===== src/sv/tpra_pkg.sv =====
package tpra_pkg;

   localparam int TABLE_ENTRIES_DEF = 256;
   localparam int MIP_LEVELS_DEF    = 16;
   localparam int KEY_W             = 44;
   localparam int PIN_DEPTH         = 255;
   localparam logic [7:0] NO_TEXTURE = 8'hFF;

   localparam logic [1:0] ACT_LOAD_PIN = 2'd0;
   localparam logic [1:0] ACT_FEEDBACK = 2'd1;
   localparam logic [1:0] ACT_READ     = 2'd2;
   localparam logic [1:0] ACT_CLEAR    = 2'd3;

   typedef enum logic [2:0] {
      ST_IDLE,
      ST_ID,
      ST_PIN,
      ST_SCAN,
      ST_CMP,
      ST_RDADDR,
      ST_RDWAIT
   } state_type;

   typedef struct packed {
      logic [1:0]  action;
      logic [7:0]  texture_slot;
      logic [4:0]  pinned_mip;
      logic [63:0] feedback_word;
      logic [7:0]  read_index;
   } req_type;

   typedef struct packed {
      logic        overflow;
      logic [8:0]  entries_used;
      logic        entry_valid;
      logic [7:0]  entry_texture;
      logic [3:0]  entry_mip;
      logic [15:0] entry_x;
      logic [15:0] entry_y;
      logic [31:0] entry_count;
   } rsp_type;

endpackage


===== src/sv/tpra_pinned.sv =====
module tpra_pinned import tpra_pkg::*; (
   input  logic       clock,
   input  logic       reset,
   input  logic       wr_en,
   input  logic [7:0] wr_addr,
   input  logic [4:0] wr_data,
   input  logic [7:0] rd_addr,
   output logic [4:0] rd_data
);
   logic [4:0]           mem [PIN_DEPTH];
   logic [PIN_DEPTH-1:0] valid_ff;
   logic [4:0]           data_ff;
   logic                 hit_ff;

   // valid bits stand in for the all-zero reset of the array
   always_ff @(posedge clock) begin
      if (reset) begin
         valid_ff <= '0;
      end else if (wr_en && wr_addr != NO_TEXTURE) begin
         valid_ff[wr_addr] <= 1'b1;
      end
   end

   always_ff @(posedge clock) begin
      if (wr_en && wr_addr != NO_TEXTURE) begin
         mem[wr_addr] <= wr_data;
      end
      if (rd_addr != NO_TEXTURE) begin
         data_ff <= mem[rd_addr];
         hit_ff  <= valid_ff[rd_addr];
      end else begin
         data_ff <= '0;
         hit_ff  <= 1'b0;
      end
   end

   assign rd_data = hit_ff ? data_ff : 5'd0;
endmodule


===== config.mk =====
export PLATFORM = sky130hd
export DESIGN_NAME = tpra_pinned
export DESIGN_NICKNAME = d
export VERILOG_FILES = /design/src/sv/tpra_pkg.sv /design/src/sv/tpra_pinned.sv
export SDC_FILE = /design/constraint.sdc
export NUM_CORES = 2
export LEC_CHECK = 0
export ABC_AREA = 1
export BUFFER_PORTS_ARGS = -buffer_cell sky130_fd_sc_hd__buf_2
export CORE_MARGIN = 3
export CORE_UTILIZATION = 30
export DETAILED_ROUTE_END_ITERATION = 6
export GPL_TIMING_DRIVEN = 0
export PLACE_DENSITY = 0.52
export SYNTH_ARGS = -nofsm -noshare
export SYNTH_HDL_FRONTEND = slang
export SYNTH_SLANG_ARGS = --single-unit

===== constraint.sdc =====
create_clock -name clock -period 2.3 [get_ports clock]
set_input_delay 0.115 -clock clock [delete_from_list [all_inputs] [get_ports clock]]
set_output_delay 0.115 -clock clock [all_outputs]
set_load 0.02 [all_outputs]

Yosys cells after proc, flatten, opt, wreduce, memory -nomap -nowiden
Memories as Yosys holds them, arrays and structs flattened. A register that Yosys moved wholly into a read port is not among the register bits.
Cells that the tools add are included.
Widths: inputs -> output; s select.
- mux-type cells: 7
- reductions and logical operators: 3
- eq/ne operators: 2
- bitwise logic cells: 1
- magnitude comparators: 3
- operators by type and width (cell ; number):
    $or 255x255->255 ; 1
    $lt 8x9->1 const B ; 2
    $ne 8x8->1 const B ; 2
    $bmux 1 s8 ; 1
    $demux 1 s8 ; 1
    $ge 8x1->1 const B ; 1
    $mux 5 ; 1
    $mux 1 ; 4
    $logic_and 1x1->1 ; 2
    $logic_not 1->1 ; 1
- bits in registers: 256
- output and inout bits: 5
- memory bits (writable): 1275
- memories kept: 1
- input port bits: 24
- logic and storage cells: 19
- memories (name ; words ; width ; rd ports ; clocked after memory_dff ; wr ports ; line ; source):
    mem ; 255 ; 5 ; 1 ; 1 ; 1 ; tpra_pinned.sv:10 ; logic [4:0] mem [PIN_DEPTH];

Logic depth before layout (Yosys ltp)
- depth in word-level cells: 5
- gate-level depth with buffers: 19
- mapped depth without buffers: 17

Worst setup path before layout
OpenSTA, ideal clock, no wires.
- path kind: input -> register
- start point: input port wr_addr[4]
- end point: memory mem[150][0] (enable)
- path slack: 0.575 ns
- stages on the path: 10
- data arrival time: 1.378 ns
- path buffers: 3
- required time: 1.953 ns
- library setup time: 0.347 ns
- cell sequence: buf_2 nand2_1 nor2_1 inv_2 o21ai_2 inv_2 buf_6 nand4_2 buf_4 nor2_1
- cells in the longest elaborated chain, start to end: 4
- RTL lines (item ; line ; source):
    start, declared ; tpra_pinned.sv:5 ; input logic [7:0] wr_addr,
    $ne 8x8->1 ; tpra_pinned.sv:25 ; if (wr_en && wr_addr != NO_TEXTURE) begin
    $logic_and 1x1->1 ; tpra_pinned.sv:25 ;
    $mux 1 ; tpra_pinned.sv:25 ;
    $mux 1 (not written as such) ; tpra_pinned.sv:26 ; mem[wr_addr] <= wr_data;
    end, declared ; tpra_pinned.sv:10 ;
Several ways; a longest one is shown, not always the timed one.

Worst setup path after layout
- start point: input port wr_addr[1]
- end point: memory mem[27][4] (enable)
The elaborated chain is that of the path after synthesis.

==> impl_results.md <==
* Setup WS pre-CTS at -1470 ps
* Layout Skew at 44.2 ps
* Area leader, netlist: edfxtp_1
* # IOs at 29
* Critical R2R Launch: mem[94][0]
* Fmax at 0.390 GHz
* Post-synthesis sequential area ratio at 67.0%
* Critical Path Start Type: input port
* Largest net degree at the start of global routing at 121
* CP peak stage delay at 800 ps
* Dpl hpwl at 201000 µm
* Avg Cell Area, Syn at 9.90 µm²
* RSZ-0062 raised after global routing: yes
* Tmin final at 2560 ps
* Switching power at 16.1 mW
* GR Overflow Total at 0
* Synth cell types at 31
* Layout cells sized above 1 at 9.05%
* Part of the power in registers at 48.0%
* Hold Path End: mem[168][1]
* Max clock buf depth at 3
* Final net count at 6797
* Clock power frac at 43.6%
* GRT Total Usage at 25.4%
* Drt wl/cell at 29.7 µm
* Status: finished, violations left
* Post-Place Cells at 9429
* Max_cap viols at 0
* CTS tree: done
* Port bufs at 22
* Initial Util at 30.2%
* Violated checks: design-rule violations, negative setup slack
* Synth area leaders: edfxtp_1 (59%), nor2_1 (8.7%), nand2_1 (8.5%), dfxtp_1 (8.0%), nand3_1 (3.7%)
* DRT Pass-1 Iters at 7
* Final antenna-violating net count at 0
* Synth-to-Final Area Change at 15.2%
* WL final at 290000 µm
* Skew-Pair Late Insertion Delay at 840 ps
* Htree depth at 4
* Hold Path Depth at 5
* Slew margin rel. at 4.90%
* R2R Setup Slk at 120 ps
* DRT iter0 DRCs at 7505
* Crit-path slowest cell: nor2_1
* Post-route worst setup slack at -263 ps
* CP cell instances: buf_2 -> nand2_1 -> nor2_1 -> inv_2 -> o21ai_2 -> inv_2 -> nand4_1 -> buf_2 -> nor2_1
* Power Dens Cells at 840 nW/µm²
* Most common library cell in the layout ignoring fill and taps: nor2_1
* FF-to-FF path depth at 12
* Crit path max-delay family: simple AND/OR/NAND/NOR gates
* Die ar. at 222000 µm²
* Crit path required time at 2750 ps
* Final Max Tran Viols at 0
* Final period utilization at 111%
* #FFs+latches synth at 1536
* Vias in the first global route at 46596
* Final cell count without fillers at 9764
* Internal power at 46.7 mW
* Vias post-DR at 50430
* Gate power share at 8.3%
* Commonest non-fill, non-tap cells in the layout: nor2_1 (1507), nand2_1 (1477), edfxtp_1 (1275)
* Reg clk slew, reported paths at 60 ps
* Initial antenna violation count at 29
* CP Data Arrival Time at 3010 ps
* DIE HEIGHT at 471 µm
* Crit path buf inv count at 4
* Via density at 5.16
* HP Class: in2reg
* Clk sink count at 1536
* Worst setup path class: in2reg
* Total Power at 62.8 mW
* Post-Syn Area at 65000 µm²
* Slew @ Worst Pin at 1430 ps
* Switching Fraction at 25.6%
* Core area at 215000 µm²
* Crit. End Element: flip-flop
* Setup bufs post-CTS at 0
* Synthesized Nets at 6583
* Std-Cell Rows at 170
* Cts bufs inserted at 168
* Endpoints failing setup at 78
* Hold wc startpoint: wr_en
* Syn Inst Count at 6559
* Final Hold Viols at 0
* Die X at 471 µm
* VDD IR max at 622 µV
* First-pass GRT wire length at 387000 µm
* Leak pwr at 28.6 nW
* CP max FO at 10
* DRC at 1
* Yosys top cell area share at 58.9%
* Final GP Congestion at 0.992
* YS warnings at 0
* CTS Root Cell: clkbuf_16
* Reg2reg end: data_ff[0]
## sequential cells by signal, indices dropped and copies added (netlist names)
name,cells
hit_ff,1
valid_ff,255
data_ff,5
mem,1275
## synthesized netlist by cell type, drive strengths merged
cell	count
nor2	1513
nand2	1481
edfxtp	1275
inv	552
nand3	487
o21ai	409
buf	273
dfxtp	261
clkbuf	101
o211ai	90
a21oi	66
o22ai	18
or2	18
nand4	11
o221ai	2
clkinv	1
nor4	1
## through the flow
step	instance area [µm²]	utilization, %	TNS [ps]	hold WS (ps)
2_1_floorplan	65000	-	0	214
3_3_place_gp	68600	31.9	-4750350	444
3_5_place_dp	69000	32.1	-588550	450
4_1_cts	74800	34.8	-2070	3.91
5_1_grt	74800	34.8	-3620	72.8
6_report	74800	34.8	-7740	52.5
## worst reg2reg max path, stage by stage (launching register included)
cell	delay, ps
edfxtp_1	320
nor2_1	40
nor2_1	90
o21ai_0	130
o21ai_1	260
nand2_1	110
nand2_1	120
nor2_1	80
nand2_1	90
nand3_1	240
nand2_1	140
nand3_1	130
a21oi_2	330
## how the worst max path moves through the flow
stage | startpoint | endpoint | slack [ps] | cells past startpoint
floorplan | wr_addr[4] | mem[150][0] | 580 | 10
global placement | wr_data[3] | mem[170][3] | -3070 | 1
detailed placement | rd_addr[1] | data_ff[0] | -1470 | 14
CTS | wr_addr[1] | mem[28][2] | -110 | 9
global route | wr_addr[1] | mem[27][1] | -160 | 9
finish | wr_addr[1] | mem[27][4] | -260 | 9
## power by group through the flow
stage          combinational [mW]  sequential, mW  clock (mW)
5_1_grt                      5.34            30.2        28.6
2_1_floorplan                2.16            30.8           0
4_1_cts                      5.05            30.2        27.5
3_5_place_dp                 5.00            30.8           0
6_report                     5.23            30.2        27.4
3_3_place_gp                 4.91            30.9           0
## cells by family after synthesis
kind of cell	share of synthesized area, %
AOI/OAI and AO/OA	4.98
buffers and inverters	6.61
DFF	67.0
and+or+nand+nor	21.4
## cell type report
class / instances / area (µm²)
fill: 21767 / 140000
sequential: 1536 / 43500
multi-input combinational: 4096 / 17200
clock buffer: 247 / 4770
tap: 2838 / 3550
buffer: 373 / 2350
inverter: 553 / 2080
clock inverter: 64 / 777
timing repair buffer: 45 / 566
antenna: 12 / 30.0
## layer usage
layer / GRT usage, % / up-vias / routed length [µm]
li1: - / 21959 / -
met1: 32.5 / 24823 / 113000
met2: 38.6 / 2965 / 126000
met3: 6.94 / 677 / 31500
met4: 14.6 / 6 / 19500
met5: 0 / - / 48
## repair_timing
| item | CTS | global route |
|---|---|---|
| setup endpoints to repair | 36 | 56 |
| hold buffers | 13 | 0 |
| cloned | 0 | 0 |
| resized for setup | 52 | 23 |
| hold endpoints to repair | 325 | 0 |
(Power assumes the default switching activity.)
